`src/nstg_pkg.sv`:
```
// Shared types, constants and helper functions of the noisy sine test generator.
// No dependencies.
package nstg_pkg;

    localparam int SINE_TABLE_BITS_DEF = 10;
    localparam int NOISE_TERMS_DEF     = 4;
    localparam int QUEUE_DEPTH_DEF     = 2;

    localparam int CFG_IDX_W  = 3;
    localparam int CFG_DATA_W = 32;

    localparam logic [CFG_IDX_W-1:0] REG_PHASE_STEP    = 3'd0;
    localparam logic [CFG_IDX_W-1:0] REG_PHASE_START   = 3'd1;
    localparam logic [CFG_IDX_W-1:0] REG_AMPLITUDE     = 3'd2;
    localparam logic [CFG_IDX_W-1:0] REG_DC_OFFSET     = 3'd3;
    localparam logic [CFG_IDX_W-1:0] REG_NOISE_LEVEL   = 3'd4;
    localparam logic [CFG_IDX_W-1:0] REG_INTERLEAVE_ON = 3'd5;
    localparam logic [CFG_IDX_W-1:0] REG_HARMONICS_ON  = 3'd6;
    localparam logic [CFG_IDX_W-1:0] REG_NOISE_SEED    = 3'd7;

    localparam logic [31:0] LFSR_MASK = 32'h8020_0003;

    localparam logic signed [31:0] C1 = 32'sd421657428;
    localparam logic signed [31:0] C3 = -32'sd173399667;
    localparam logic signed [31:0] C5 = 32'sd21392326;
    localparam logic signed [31:0] C7 = -32'sd1256749;
    localparam logic signed [31:0] C9 = 32'sd43068;

    localparam int MUL_AW = 32;
    localparam int MUL_BW = 20;
    localparam int MUL_PW = MUL_AW + MUL_BW;
    localparam int Y_W    = 24;

    localparam logic signed [MUL_BW-1:0] GAIN_Q16 = 20'sd67502;
    localparam logic signed [MUL_BW-1:0] OFS_Q16  = 20'sd1966;
    localparam logic signed [MUL_AW-1:0] HARM_Q15 = 32'sd3277;

    typedef struct packed {
        logic rec_first;
        logic record_end;
    } t_in_word;

    typedef struct packed {
        logic signed [15:0] sample;
        logic               sample_over;
        logic               record_over;
        logic               last;
    } t_out_word;

    typedef struct packed {
        logic [31:0]        phase_step;
        logic [15:0]        phase_start;
        logic [15:0]        amplitude;
        logic signed [16:0] dc_offset;
        logic [15:0]        noise_level;
        logic               interleave_on;
        logic               harmonics_on;
    } t_cfg;

    function automatic logic [31:0] lfsr_adv8(input logic [31:0] s);
        logic [31:0] v;
        v = s;
        for (int b = 0; b < 8; b++) begin
            v = v[0] ? ((v >> 1) ^ LFSR_MASK) : (v >> 1);
        end
        return v;
    endfunction

    function automatic longint unsigned isqrt(input longint unsigned v);
        longint unsigned r;
        longint unsigned b;
        longint unsigned rem;
        r   = 0;
        b   = 64'd1 << 62;
        rem = v;
        for (int i = 0; i < 32; i++) begin
            if (rem >= r + b) begin
                rem = rem - (r + b);
                r   = (r >> 1) + b;
            end else begin
                r = r >> 1;
            end
            b = b >> 2;
        end
        return r;
    endfunction

endpackage

```
`src/nstg_front.sv`:
```
// Front end: takes input words, tracks phase and parity, draws the noise sum.
// Depends on nstg_pkg.
module nstg_front
    import nstg_pkg::*;
#(
    parameter int SINE_TABLE_BITS = SINE_TABLE_BITS_DEF,
    parameter int NOISE_TERMS     = NOISE_TERMS_DEF,
    parameter int JOB_W           = 3 + 5 * SINE_TABLE_BITS + 16 + $clog2(NOISE_TERMS)
) (
    input  logic             i_clk,
    input  logic             i_rst_n,
    input  logic             i_valid,
    output logic             o_stall,
    input  t_in_word         i_in,
    input  t_cfg             i_cfg,
    input  logic             i_seed_load,
    input  logic [31:0]      i_seed,
    output logic             o_push,
    output logic [JOB_W-1:0] o_job,
    input  logic             i_full
);

    localparam int SUM_W = 16 + $clog2(NOISE_TERMS);
    localparam int STEPS = 2 * NOISE_TERMS;
    localparam int CNT_W = $clog2(STEPS);

    typedef struct packed {
        logic                                  start;
        logic                                  last;
        logic                                  odd;
        logic [4:0][SINE_TABLE_BITS-1:0]       phase;
        logic signed [SUM_W-1:0]               sum;
    } t_job;

    logic             r_busy, n_busy;
    logic             r_pend, n_pend;
    logic [CNT_W-1:0] r_cnt, n_cnt;
    logic [31:0]      r_acc, n_acc;
    logic             r_odd, n_odd;
    logic [31:0]      r_lfsr, n_lfsr;
    t_job             r_job, n_job;

    logic             accept;
    logic [31:0]      eff_acc;
    logic             eff_odd;
    logic [4:0][31:0] mult_acc;
    logic [15:0]      ph16;
    logic [31:0]      lfsr_nx;

    assign accept  = i_valid && !o_stall;
    assign o_stall = r_busy || !i_rst_n;
    assign o_push  = r_pend && !i_full;
    assign o_job   = r_job;
    assign lfsr_nx = lfsr_adv8(r_lfsr);

    always_comb begin
        eff_acc     = i_in.rec_first ? 32'd0 : r_acc;
        eff_odd     = i_in.rec_first ? 1'b0 : r_odd;
        mult_acc[0] = eff_acc;
        mult_acc[1] = eff_acc << 1;
        mult_acc[2] = eff_acc + (eff_acc << 1);
        mult_acc[3] = eff_acc << 2;
        mult_acc[4] = eff_acc + (eff_acc << 2);
        ph16        = '0;

        n_busy = r_busy;
        n_pend = r_pend;
        n_cnt  = r_cnt;
        n_acc  = r_acc;
        n_odd  = r_odd;
        n_lfsr = r_lfsr;
        n_job  = r_job;

        if (accept) begin
            n_job.start = i_in.rec_first;
            n_job.last  = i_in.record_end;
            n_job.odd   = eff_odd;
            n_job.sum   = '0;
            for (int k = 0; k < 5; k++) begin
                ph16           = mult_acc[k][31:16] + i_cfg.phase_start;
                n_job.phase[k] = ph16[15:16-SINE_TABLE_BITS];
            end
            n_acc  = i_in.record_end ? 32'd0 : eff_acc + i_cfg.phase_step;
            n_odd  = i_in.record_end ? 1'b0 : !eff_odd;
            n_busy = 1'b1;
            n_cnt  = '0;
        end else if (r_busy && !r_pend) begin
            n_lfsr = lfsr_nx;
            n_cnt  = r_cnt + 1'b1;
            if (r_cnt[0]) begin
                n_job.sum = r_job.sum + SUM_W'($signed(lfsr_nx[15:0]));
            end
            if (r_cnt == CNT_W'(STEPS - 1)) begin
                n_pend = 1'b1;
            end
        end else if (o_push) begin
            n_pend = 1'b0;
            n_busy = 1'b0;
        end

        if (i_seed_load) begin
            n_lfsr = (i_seed != 32'd0) ? i_seed : 32'd1;
        end
    end

    always_ff @(posedge i_clk) begin
        if (!i_rst_n) begin
            r_busy <= 1'b0;
            r_pend <= 1'b0;
            r_cnt  <= '0;
            r_acc  <= '0;
            r_odd  <= 1'b0;
            r_lfsr <= 32'd1;
        end else begin
            r_busy <= n_busy;
            r_pend <= n_pend;
            r_cnt  <= n_cnt;
            r_acc  <= n_acc;
            r_odd  <= n_odd;
            r_lfsr <= n_lfsr;
        end
        r_job <= n_job;
    end

endmodule

```
`src/nstg_queue.sv`:
```
// Small first-in first-out queue between front and back end.
// Depends on nstg_pkg for the default depth.
module nstg_queue
    import nstg_pkg::*;
#(
    parameter int WIDTH = 8,
    parameter int DEPTH = QUEUE_DEPTH_DEF
) (
    input  logic             i_clk,
    input  logic             i_rst_n,
    input  logic             i_push,
    input  logic [WIDTH-1:0] i_data,
    input  logic             i_pop,
    output logic [WIDTH-1:0] o_data,
    output logic             o_full,
    output logic             o_empty
);

    localparam int PTR_W = $clog2(DEPTH);
    localparam int CNT_W = $clog2(DEPTH + 1);

    logic [WIDTH-1:0] r_mem [DEPTH];
    logic [PTR_W-1:0] r_wp, r_rp;
    logic [CNT_W-1:0] r_cnt;

    assign o_full  = (r_cnt == CNT_W'(DEPTH));
    assign o_empty = (r_cnt == '0);
    assign o_data  = r_mem[r_rp];

    always_ff @(posedge i_clk) begin
        if (!i_rst_n) begin
            r_wp  <= '0;
            r_rp  <= '0;
            r_cnt <= '0;
        end else begin
            if (i_push) begin
                r_wp <= (r_wp == PTR_W'(DEPTH - 1)) ? '0 : r_wp + 1'b1;
            end
            if (i_pop) begin
                r_rp <= (r_rp == PTR_W'(DEPTH - 1)) ? '0 : r_rp + 1'b1;
            end
            r_cnt <= r_cnt + CNT_W'(i_push) - CNT_W'(i_pop);
        end
        if (i_push) begin
            r_mem[r_wp] <= i_data;
        end
    end

endmodule

```
`src/nstg_back.sv`:
```
// Back end: sine polynomial, noise scaling, mismatch and harmonics on one
// shared multiplier, then overrange and saturation. Depends on nstg_pkg.
module nstg_back
    import nstg_pkg::*;
#(
    parameter int SINE_TABLE_BITS = SINE_TABLE_BITS_DEF,
    parameter int NOISE_TERMS     = NOISE_TERMS_DEF,
    parameter int JOB_W           = 3 + 5 * SINE_TABLE_BITS + 16 + $clog2(NOISE_TERMS)
) (
    input  logic             i_clk,
    input  logic             i_rst_n,
    input  t_cfg             i_cfg,
    input  logic [JOB_W-1:0] i_job,
    input  logic             i_empty,
    output logic             o_pop,
    output logic             o_valid,
    input  logic             i_stall,
    output t_out_word        o_out
);

    localparam int SUM_W = 16 + $clog2(NOISE_TERMS);
    localparam int P1_W  = 17 + SUM_W;
    localparam int LO_W  = 38;
    localparam longint unsigned G_ARG = (64'd12 << 32) / NOISE_TERMS;
    localparam logic signed [MUL_BW-1:0] G_Q = MUL_BW'(isqrt(G_ARG));

    localparam logic [3:0] ST_IDLE     = 4'd0;
    localparam logic [3:0] ST_SINE_X   = 4'd1;
    localparam logic [3:0] ST_SINE_SQ  = 4'd2;
    localparam logic [3:0] ST_SINE_PLY = 4'd3;
    localparam logic [3:0] ST_SINE_OUT = 4'd4;
    localparam logic [3:0] ST_AMP      = 4'd5;
    localparam logic [3:0] ST_NZ_P1    = 4'd6;
    localparam logic [3:0] ST_NZ_LO    = 4'd7;
    localparam logic [3:0] ST_NZ_HI    = 4'd8;
    localparam logic [3:0] ST_MIS_OFS  = 4'd9;
    localparam logic [3:0] ST_MIS_GAIN = 4'd10;
    localparam logic [3:0] ST_HARM     = 4'd11;
    localparam logic [3:0] ST_DONE     = 4'd12;

    typedef struct packed {
        logic                                  start;
        logic                                  last;
        logic                                  odd;
        logic [4:0][SINE_TABLE_BITS-1:0]       phase;
        logic signed [SUM_W-1:0]               sum;
    } t_job;

    logic [3:0]              r_state, n_state;
    t_job                    r_job, n_job;
    logic [2:0]              r_sel, n_sel;
    logic [1:0]              r_sub, n_sub;
    logic [15:0]             r_x, n_x;
    logic [15:0]             r_x2, n_x2;
    logic                    r_neg, n_neg;
    logic signed [31:0]      r_a, n_a;
    logic signed [16:0]      r_s, n_s;
    logic signed [Y_W-1:0]   r_y, n_y;
    logic signed [P1_W-1:0]  r_p1, n_p1;
    logic signed [LO_W-1:0]  r_lo, n_lo;
    logic signed [28:0]      r_t, n_t;
    logic                    r_sticky, n_sticky;
    logic                    r_ovalid, n_ovalid;
    t_out_word               r_out, n_out;

    logic signed [MUL_AW-1:0] m_a;
    logic signed [MUL_BW-1:0] m_b;
    logic signed [MUL_PW-1:0] m_p;
    logic [15:0]              q;
    logic [14:0]              rr;
    logic signed [31:0]       coef;
    logic signed [MUL_PW-1:0] s_full;
    logic signed [16:0]       s_val;
    logic signed [63:0]       n_big;
    logic                     over;
    logic                     harm_go;
    logic                     out_free;

    assign o_valid  = r_ovalid;
    assign o_out    = r_out;
    assign o_pop    = (r_state == ST_IDLE) && !i_empty;
    assign out_free = !r_ovalid || !i_stall;
    assign harm_go  = i_cfg.harmonics_on;

    always_comb begin
        m_a = '0;
        m_b = '0;
        unique case (r_state)
            ST_SINE_SQ: begin
                m_a = MUL_AW'($signed({1'b0, r_x}));
                m_b = MUL_BW'($signed({1'b0, r_x}));
            end
            ST_SINE_PLY: begin
                m_a = r_a;
                m_b = MUL_BW'($signed({1'b0, r_x2}));
            end
            ST_SINE_OUT: begin
                m_a = r_a;
                m_b = MUL_BW'($signed({1'b0, r_x}));
            end
            ST_AMP: begin
                m_a = MUL_AW'($signed({1'b0, i_cfg.amplitude}));
                m_b = MUL_BW'(r_s);
            end
            ST_HARM: begin
                m_a = HARM_Q15;
                m_b = MUL_BW'(r_s);
            end
            ST_NZ_P1: begin
                m_a = MUL_AW'($signed({1'b0, i_cfg.noise_level}));
                m_b = MUL_BW'(r_job.sum);
            end
            ST_NZ_LO: begin
                m_a = MUL_AW'($signed({1'b0, r_p1[17:0]}));
                m_b = G_Q;
            end
            ST_NZ_HI: begin
                m_a = MUL_AW'(r_p1 >>> 18);
                m_b = G_Q;
            end
            ST_MIS_OFS: begin
                m_a = MUL_AW'($signed({1'b0, i_cfg.amplitude}));
                m_b = OFS_Q16;
            end
            ST_MIS_GAIN: begin
                m_a = MUL_AW'(r_y);
                m_b = GAIN_Q16;
            end
            default: begin
                m_a = '0;
                m_b = '0;
            end
        endcase
        m_p = MUL_PW'(m_a) * MUL_PW'(m_b);
    end

    always_comb begin
        unique case (r_sub)
            2'd0: coef = C7;
            2'd1: coef = C5;
            2'd2: coef = C3;
            2'd3: coef = C1;
            default: coef = C1;
        endcase
        q      = {r_job.phase[r_sel], {(16 - SINE_TABLE_BITS){1'b0}}};
        rr     = q[14] ? 15'd16384 - {1'b0, q[13:0]} : {1'b0, q[13:0]};
        s_full = m_p >>> 28;
        s_val  = 17'(s_full);
        n_big  = (64'(m_p) <<< 18) + 64'(r_lo);
        over   = (r_y > 32768) || (r_y < -32768);
    end

    always_comb begin
        n_state  = r_state;
        n_job    = r_job;
        n_sel    = r_sel;
        n_sub    = r_sub;
        n_x      = r_x;
        n_x2     = r_x2;
        n_neg    = r_neg;
        n_a      = r_a;
        n_s      = r_s;
        n_y      = r_y;
        n_p1     = r_p1;
        n_lo     = r_lo;
        n_t      = r_t;
        n_sticky = r_sticky;
        n_ovalid = (r_ovalid && i_stall);
        n_out    = r_out;

        unique case (r_state)
            ST_IDLE: begin
                if (!i_empty) begin
                    n_job   = i_job;
                    n_sel   = 3'd0;
                    n_state = ST_SINE_X;
                    if (n_job.start) begin
                        n_sticky = 1'b0;
                    end
                end
            end
            ST_SINE_X: begin
                n_x     = {rr, 1'b0};
                n_neg   = q[15];
                n_a     = C9;
                n_sub   = 2'd0;
                n_state = ST_SINE_SQ;
            end
            ST_SINE_SQ: begin
                n_x2    = 16'(m_p >>> 15);
                n_state = ST_SINE_PLY;
            end
            ST_SINE_PLY: begin
                n_a   = coef + 32'(m_p >>> 15);
                n_sub = r_sub + 1'b1;
                if (r_sub == 2'd3) begin
                    n_state = ST_SINE_OUT;
                end
            end
            ST_SINE_OUT: begin
                n_s     = r_neg ? -s_val : s_val;
                n_state = (r_sel == 3'd0) ? ST_AMP : ST_HARM;
            end
            ST_AMP: begin
                n_y     = Y_W'(m_p >>> 15);
                n_state = ST_NZ_P1;
            end
            ST_NZ_P1: begin
                n_p1    = P1_W'(m_p);
                n_state = ST_NZ_LO;
            end
            ST_NZ_LO: begin
                n_lo    = LO_W'(m_p);
                n_state = ST_NZ_HI;
            end
            ST_NZ_HI: begin
                n_y = r_y + Y_W'(n_big >>> 32) + Y_W'(i_cfg.dc_offset);
                if (i_cfg.interleave_on && r_job.odd) begin
                    n_state = ST_MIS_OFS;
                end else if (harm_go) begin
                    n_sel   = 3'd1;
                    n_state = ST_SINE_X;
                end else begin
                    n_state = ST_DONE;
                end
            end
            ST_MIS_OFS: begin
                n_t     = 29'(m_p);
                n_state = ST_MIS_GAIN;
            end
            ST_MIS_GAIN: begin
                n_y = Y_W'((m_p + MUL_PW'(r_t)) >>> 16);
                if (harm_go) begin
                    n_sel   = 3'd1;
                    n_state = ST_SINE_X;
                end else begin
                    n_state = ST_DONE;
                end
            end
            ST_HARM: begin
                n_y = r_y + Y_W'(m_p >>> (5'd16 + {2'b00, r_sel}));
                if (r_sel == 3'd4) begin
                    n_state = ST_DONE;
                end else begin
                    n_sel   = r_sel + 1'b1;
                    n_state = ST_SINE_X;
                end
            end
            ST_DONE: begin
                if (out_free) begin
                    n_ovalid          = 1'b1;
                    n_out.sample_over = over;
                    n_out.record_over = r_sticky || over;
                    n_out.last        = r_job.last;
                    if (r_y > 32767) begin
                        n_out.sample = 16'sd32767;
                    end else if (r_y < -32768) begin
                        n_out.sample = -16'sd32768;
                    end else begin
                        n_out.sample = 16'(r_y);
                    end
                    n_sticky = r_job.last ? 1'b0 : (r_sticky || over);
                    n_state  = ST_IDLE;
                end
            end
            default: begin
                n_state = ST_IDLE;
            end
        endcase
    end

    always_ff @(posedge i_clk) begin
        if (!i_rst_n) begin
            r_state  <= ST_IDLE;
            r_sticky <= 1'b0;
            r_ovalid <= 1'b0;
            r_sel    <= '0;
            r_sub    <= '0;
        end else begin
            r_state  <= n_state;
            r_sticky <= n_sticky;
            r_ovalid <= n_ovalid;
            r_sel    <= n_sel;
            r_sub    <= n_sub;
        end
        r_job <= n_job;
        r_x   <= n_x;
        r_x2  <= n_x2;
        r_neg <= n_neg;
        r_a   <= n_a;
        r_s   <= n_s;
        r_y   <= n_y;
        r_p1  <= n_p1;
        r_lo  <= n_lo;
        r_t   <= n_t;
        r_out <= n_out;
    end

endmodule

```
`src/noisy_sine_test_generator.sv`:
```
// Channel   | valid    | stall    | word
// ----------+----------+----------+---------------------------------------
// input     | i_valid  | o_stall  | i_in  : rec_first, record_end
// output    | o_valid  | i_stall  | o_out : sample, sample_over, record_over, last
// config    | i_cfg_we | -        | i_cfg_idx, i_cfg_data
//
// Front end draws the noise sum for each word from the noise LFSR (8 steps a cycle while drawing).
// Back end works each word through its single shared multiplier, with extra steps for mismatch
// and for harmonics; it takes a new word only when idle, and that multiplier sets the sustained rate.
// Reset is synchronous, active low; the LFSR restarts from the default seed of one.
// Stalls on either side are absorbed by a two-word queue and the output register.
// Top level; depends on nstg_pkg, nstg_front, nstg_queue and nstg_back.
module noisy_sine_test_generator
    import nstg_pkg::*;
#(
    parameter int SINE_TABLE_BITS = SINE_TABLE_BITS_DEF,
    parameter int NOISE_TERMS     = NOISE_TERMS_DEF,
    parameter int QUEUE_DEPTH     = QUEUE_DEPTH_DEF
) (
    input  logic                  i_clk,
    input  logic                  i_rst_n,
    input  logic                  i_valid,
    output logic                  o_stall,
    input  t_in_word              i_in,
    output logic                  o_valid,
    input  logic                  i_stall,
    output t_out_word             o_out,
    input  logic                  i_cfg_we,
    input  logic [CFG_IDX_W-1:0]  i_cfg_idx,
    input  logic [CFG_DATA_W-1:0] i_cfg_data
);

    localparam int JOB_W = 3 + 5 * SINE_TABLE_BITS + 16 + $clog2(NOISE_TERMS);

    t_cfg        r_cfg, n_cfg;
    logic [31:0] r_seed, n_seed;
    logic        seed_load;

    logic             push, pop, full, empty;
    logic [JOB_W-1:0] job_in, job_out;

    assign seed_load = i_cfg_we && (i_cfg_idx == REG_NOISE_SEED);

    always_comb begin
        n_cfg  = r_cfg;
        n_seed = r_seed;
        if (i_cfg_we) begin
            unique case (i_cfg_idx)
                REG_PHASE_STEP:    n_cfg.phase_step    = i_cfg_data;
                REG_PHASE_START:   n_cfg.phase_start   = i_cfg_data[15:0];
                REG_AMPLITUDE:     n_cfg.amplitude     = i_cfg_data[15:0];
                REG_DC_OFFSET:     n_cfg.dc_offset     = i_cfg_data[16:0];
                REG_NOISE_LEVEL:   n_cfg.noise_level   = i_cfg_data[15:0];
                REG_INTERLEAVE_ON: n_cfg.interleave_on = i_cfg_data[0];
                REG_HARMONICS_ON:  n_cfg.harmonics_on  = i_cfg_data[0];
                REG_NOISE_SEED:    n_seed              = i_cfg_data;
                default:           n_seed              = r_seed;
            endcase
        end
    end

    always_ff @(posedge i_clk) begin
        if (!i_rst_n) begin
            r_cfg.phase_step    <= '0;
            r_cfg.phase_start   <= '0;
            r_cfg.amplitude     <= 16'd32768;
            r_cfg.dc_offset     <= '0;
            r_cfg.noise_level   <= 16'd3277;
            r_cfg.interleave_on <= 1'b0;
            r_cfg.harmonics_on  <= 1'b0;
            r_seed              <= 32'd1;
        end else begin
            r_cfg  <= n_cfg;
            r_seed <= n_seed;
        end
    end

    nstg_front #(
        .SINE_TABLE_BITS (SINE_TABLE_BITS),
        .NOISE_TERMS     (NOISE_TERMS),
        .JOB_W           (JOB_W)
    ) u_front (
        .i_clk       (i_clk),
        .i_rst_n     (i_rst_n),
        .i_valid     (i_valid),
        .o_stall     (o_stall),
        .i_in        (i_in),
        .i_cfg       (r_cfg),
        .i_seed_load (seed_load),
        .i_seed      (i_cfg_data),
        .o_push      (push),
        .o_job       (job_in),
        .i_full      (full)
    );

    nstg_queue #(
        .WIDTH (JOB_W),
        .DEPTH (QUEUE_DEPTH)
    ) u_queue (
        .i_clk   (i_clk),
        .i_rst_n (i_rst_n),
        .i_push  (push),
        .i_data  (job_in),
        .i_pop   (pop),
        .o_data  (job_out),
        .o_full  (full),
        .o_empty (empty)
    );

    nstg_back #(
        .SINE_TABLE_BITS (SINE_TABLE_BITS),
        .NOISE_TERMS     (NOISE_TERMS),
        .JOB_W           (JOB_W)
    ) u_back (
        .i_clk   (i_clk),
        .i_rst_n (i_rst_n),
        .i_cfg   (r_cfg),
        .i_job   (job_out),
        .i_empty (empty),
        .o_pop   (pop),
        .o_valid (o_valid),
        .i_stall (i_stall),
        .o_out   (o_out)
    );

endmodule

```
`config.mk`:
```
export PLATFORM = sky130hd
export DESIGN_NAME = noisy_sine_test_generator
export DESIGN_NICKNAME = d
export VERILOG_FILES = /design/src/nstg_pkg.sv /design/src/nstg_front.sv /design/src/nstg_queue.sv /design/src/nstg_back.sv /design/src/noisy_sine_test_generator.sv
export SDC_FILE = /design/constraint.sdc
export NUM_CORES = 2
export LEC_CHECK = 0
export ABC_CLOCK_PERIOD_IN_PS = 13600
export BUFFER_PORTS_ARGS = -buffer_cell sky130_fd_sc_hd__buf_2
export CORE_ASPECT_RATIO = 1.4
export CORE_MARGIN = 4
export CORE_UTILIZATION = 40
export DETAILED_ROUTE_END_ITERATION = 16
export MAX_ROUTING_LAYER = met4
export PLACE_DENSITY_LB_ADDON = 0.12
export SLEW_MARGIN = 20
export SYNTH_ARGS = -nofsm -noshare
export SYNTH_HDL_FRONTEND = slang
export SYNTH_SLANG_ARGS = --single-unit
```
`constraint.sdc`:
```
create_clock -name i_clk -period 13.6 [get_ports i_clk]
set_input_delay 0.68 -clock i_clk [delete_from_list [all_inputs] [get_ports i_clk]]
set_output_delay 0.68 -clock i_clk [all_outputs]
set_load 0.01 [all_outputs]
```
==> impl_metrics.yaml <==
power_and_ir_drop:
  leakage_nw: 29.41
  power_density_nw_per_um2: 115.0
  peakVddDrop_mv: 0.08761
sta:
  fin_skew_ns: 0.05322
  final_hold_viol_count: 0
  final_max_slew_viol_count: 0
  hold_slack_ns: 0.3160
  finalCritPeriodShare_pct: 95.46
  setup_viol: 0
  setup_tns_ns: 0
  relSlewSlack_pct: 25.26
  worst_pin_slew_ns: 1.114
  max_freq_mhz: 77.03
  layout_min_cycle_time_ns: 12.98
clock_tree:
  htree_levels: 3
  cts_made_buffers: 71
  clk_latency_ns: 0.68
  cts_tree: "yes"
  cts_root_buf: "clkbuf_16"
  cts.sinks: 670
  clk_path_buf_depth: 3
  clkSlewWorstSetupHoldPaths_ns: 0.08
run:
  cap_violations: 0
final_layout:
  design_area_um2: 67520
  final_common_cell: "inv_1"
  utilization_pct: 44.60
  syn_to_final_growth_pct: 10.93
  mostFrequentLayoutCells: "798 x inv_1, 762 x nand2_1, 616 x fa_1"
  nNetsFinal: 7612
  final_cells: 8523
  drive_above_1_share_pct: 10.12
min_path:
  min_path_type: "primary input to register"
synthesis:
  synthFlopType: "edfxtp_1"
  synth-seq-area-share_pct: 29.72
  synth_edf_count: 467
  syn_area_per_cell_um2: 9.696
  synthCells: 6278
  synth_area_um2: 60870
  async_reset_ff_share_pct: 0
  synth-seq-cells: 670
  yosysWarnings: 0
  synthDistinctLibCells: 106
drt:
  drtAntennaViolNets: 0
  drt_wl_total_um: 217900
  route.detailed.drc: 0
  routedWlPerCell_um: 25.56
  viasPerCell: 5.523
  drt_iter0_markers: 2924
  vias: 47070
  drt_pre_antenna_iters: 6
placed_design:
  place_area_um2: 65160
  post-dp-hpwl_um: 175800
  dp.cells: 8383
  place.gp.congestion: 0.9895
  io_buffers: 62
global_routing:
  grt_pass1_wl_um: 321100
  grt_max_degree: 94
  antenna_found_initial: 10
  overflow: 0
  grt_pass1_vias: 49180
  grt_usage_pct: 28.26
floorplanning:
  chipWidth_um: 337.7
  io_pins: 63
  dieArea_um2: 158600
  row_count: 169
  dieHeight_um: 469.6
  coreArea_um2: 151400
  start_util_pct: 40.20
setup_path:
  crit_required_ns: 14.02
  cp.arrival_ns: 13.41
  critPathSlowestCell: "a221oi_1"
  cp_common_cell: "fa_1"
  endpoint_kind: "register"
  crit_path_start_kind: "register"
  cp_max_fo: 18
  criticalPathCategory: "register to register"
  critPathMaxStageDelay_ns: 0.68
status:
  status: "completed"
## through the flow
stage               setup slack [ns]  power (mW)
floorplan                     0.7719       4.535
global placement              0.4265       5.826
detailed placement            0.3403       5.825
CTS                           0.2662       7.808
global route               -0.001316       8.177
finish                        0.6175       7.763
## cells in the mapped netlist (all sizes together) (11+ instances only)
| cell type | n | share of area, % |
|---|---|---|
| a221oi | 20 | 0.35 |
| nor3 | 98 | 0.81 |
| mux2 | 81 | 1.5 |
| dfxtp | 203 | 6.7 |
| o31ai | 17 | 0.23 |
| a211oi | 42 | 0.55 |
| fa | 616 | 20 |
| nor2 | 550 | 3.4 |
| buf | 32 | 0.23 |
| ha | 460 | 9.5 |
| a211o | 24 | 0.35 |
| and3 | 33 | 0.34 |
| inv | 803 | 5.0 |
| a21o | 129 | 1.6 |
| nor2b | 85 | 0.87 |
| o211a | 24 | 0.39 |
| nand2b | 47 | 0.50 |
| o21ai | 203 | 1.7 |
| mux4 | 11 | 0.41 |
| o21bai | 37 | 0.46 |
| o22ai | 11 | 0.11 |
| a21boi | 109 | 1.4 |
| or3 | 25 | 0.26 |
| nand3 | 95 | 0.78 |
| a22o | 30 | 0.43 |
| edfxtp | 467 | 23 |
| xnor2 | 207 | 3.0 |
| clkbuf | 209 | 1.3 |
| xor2 | 93 | 1.4 |
| and2 | 36 | 0.37 |
| nor4 | 24 | 0.25 |
| o21a | 76 | 0.94 |
| nand4 | 23 | 0.24 |
| nand2 | 763 | 4.7 |
| o211ai | 30 | 0.38 |
| a31oi | 27 | 0.29 |
| a221o | 21 | 0.35 |
| mux2i | 45 | 0.74 |
| a21oi | 291 | 2.4 |
| or2 | 11 | 0.11 |
| a22oi | 42 | 0.52 |
## area by class of cell
type                       count  area [um2]
fill                       14730       83880
sequential                   670       18100
antenna                        8       20.02
clock inverter                42       365.4
timing repair buffer         361        2577
clock buffer                  86        1884
inverter                     804        3018
multi-input combinational   4586       39100
tap                         1966        2460
## cells by family after synthesis
logic type      Yosys count  share of synthesized area (%)
simple gates           1826                          13.18
compound gates         1222                          13.87
fa+ha+maj              1076                          29.72
buf+inv                1045                          6.475
flops                   670                          29.72
xor+xnor                300                          4.378
mux                     137                          2.646
other cells               2                        0.01234
## worst max-delay path: cells and delay by family, from the launching register on
family | cells | cell delay (ns)
xor gates and xnor gates | 2 | 0.55
DFF | 1 | 0.47
buffers and inverters | 9 | 1.34
AOI/OAI and AO/OA | 16 | 3.68
and+or+nand+nor | 10 | 1.62
adders and majority gates | 11 | 5.04
## registers in the layout, summed over array words and instances, names as in the netlist, 2 cells and up, named ones only
register	cells
r_cfg	99
u_back.o_out	19
u_back.r_a	32
u_back.r_job	70
u_back.r_lo	20
u_back.r_p1	35
u_back.r_s	17
u_back.r_sel	3
u_back.r_state	4
u_back.r_sub	2
u_back.r_t	29
u_back.r_x	9
u_back.r_x2	16
u_back.r_y	24
u_front.o_job	71
u_front.r_acc	32
u_front.r_cnt	3
u_front.r_lfsr	32
u_queue.r_cnt	2
u_queue.r_mem	142
## worst paths after layout
path	from	end	slack [ns]	cells after the start
min	i_cfg_data[17]	u_front.r_lfsr[17]	0.32	3
max	u_back.r_state[2]	u_back.r_y[23]	0.62	48
max reg2reg	u_back.r_state[2]	u_back.r_y[23]	0.62	48
min reg2reg	u_front.o_job[48]	u_queue.r_mem[1][48]	0.43	0
## report_power, final
group / internal, mW / switching, mW / total (mW)
Clock: 1.06 / 0.886 / 1.94
Combinational: 1.23 / 2.05 / 3.28
Sequential: 2.42 / 0.117 / 2.54
## per-layer routing
metal / share of wire (%) / track usage (%) / up-vias
met5: 0 / - / -
met4: 7.8 / 17.40 / 0
met3: 3.8 / 2.669 / 534
met2: 52 / 50.55 / 1332
met1: 36 / 29.88 / 23560
li1: - / - / 21650
## repair_timing
| action | in CTS | in global routing |
|---|---|---|
| setup endpoints to repair | 0 | 5 |
| hold buffers | 0 | 0 |
| resized for setup | 0 | 14 |
| setup buffers | 0 | 4 |
(Power assumes the default switching activity.)
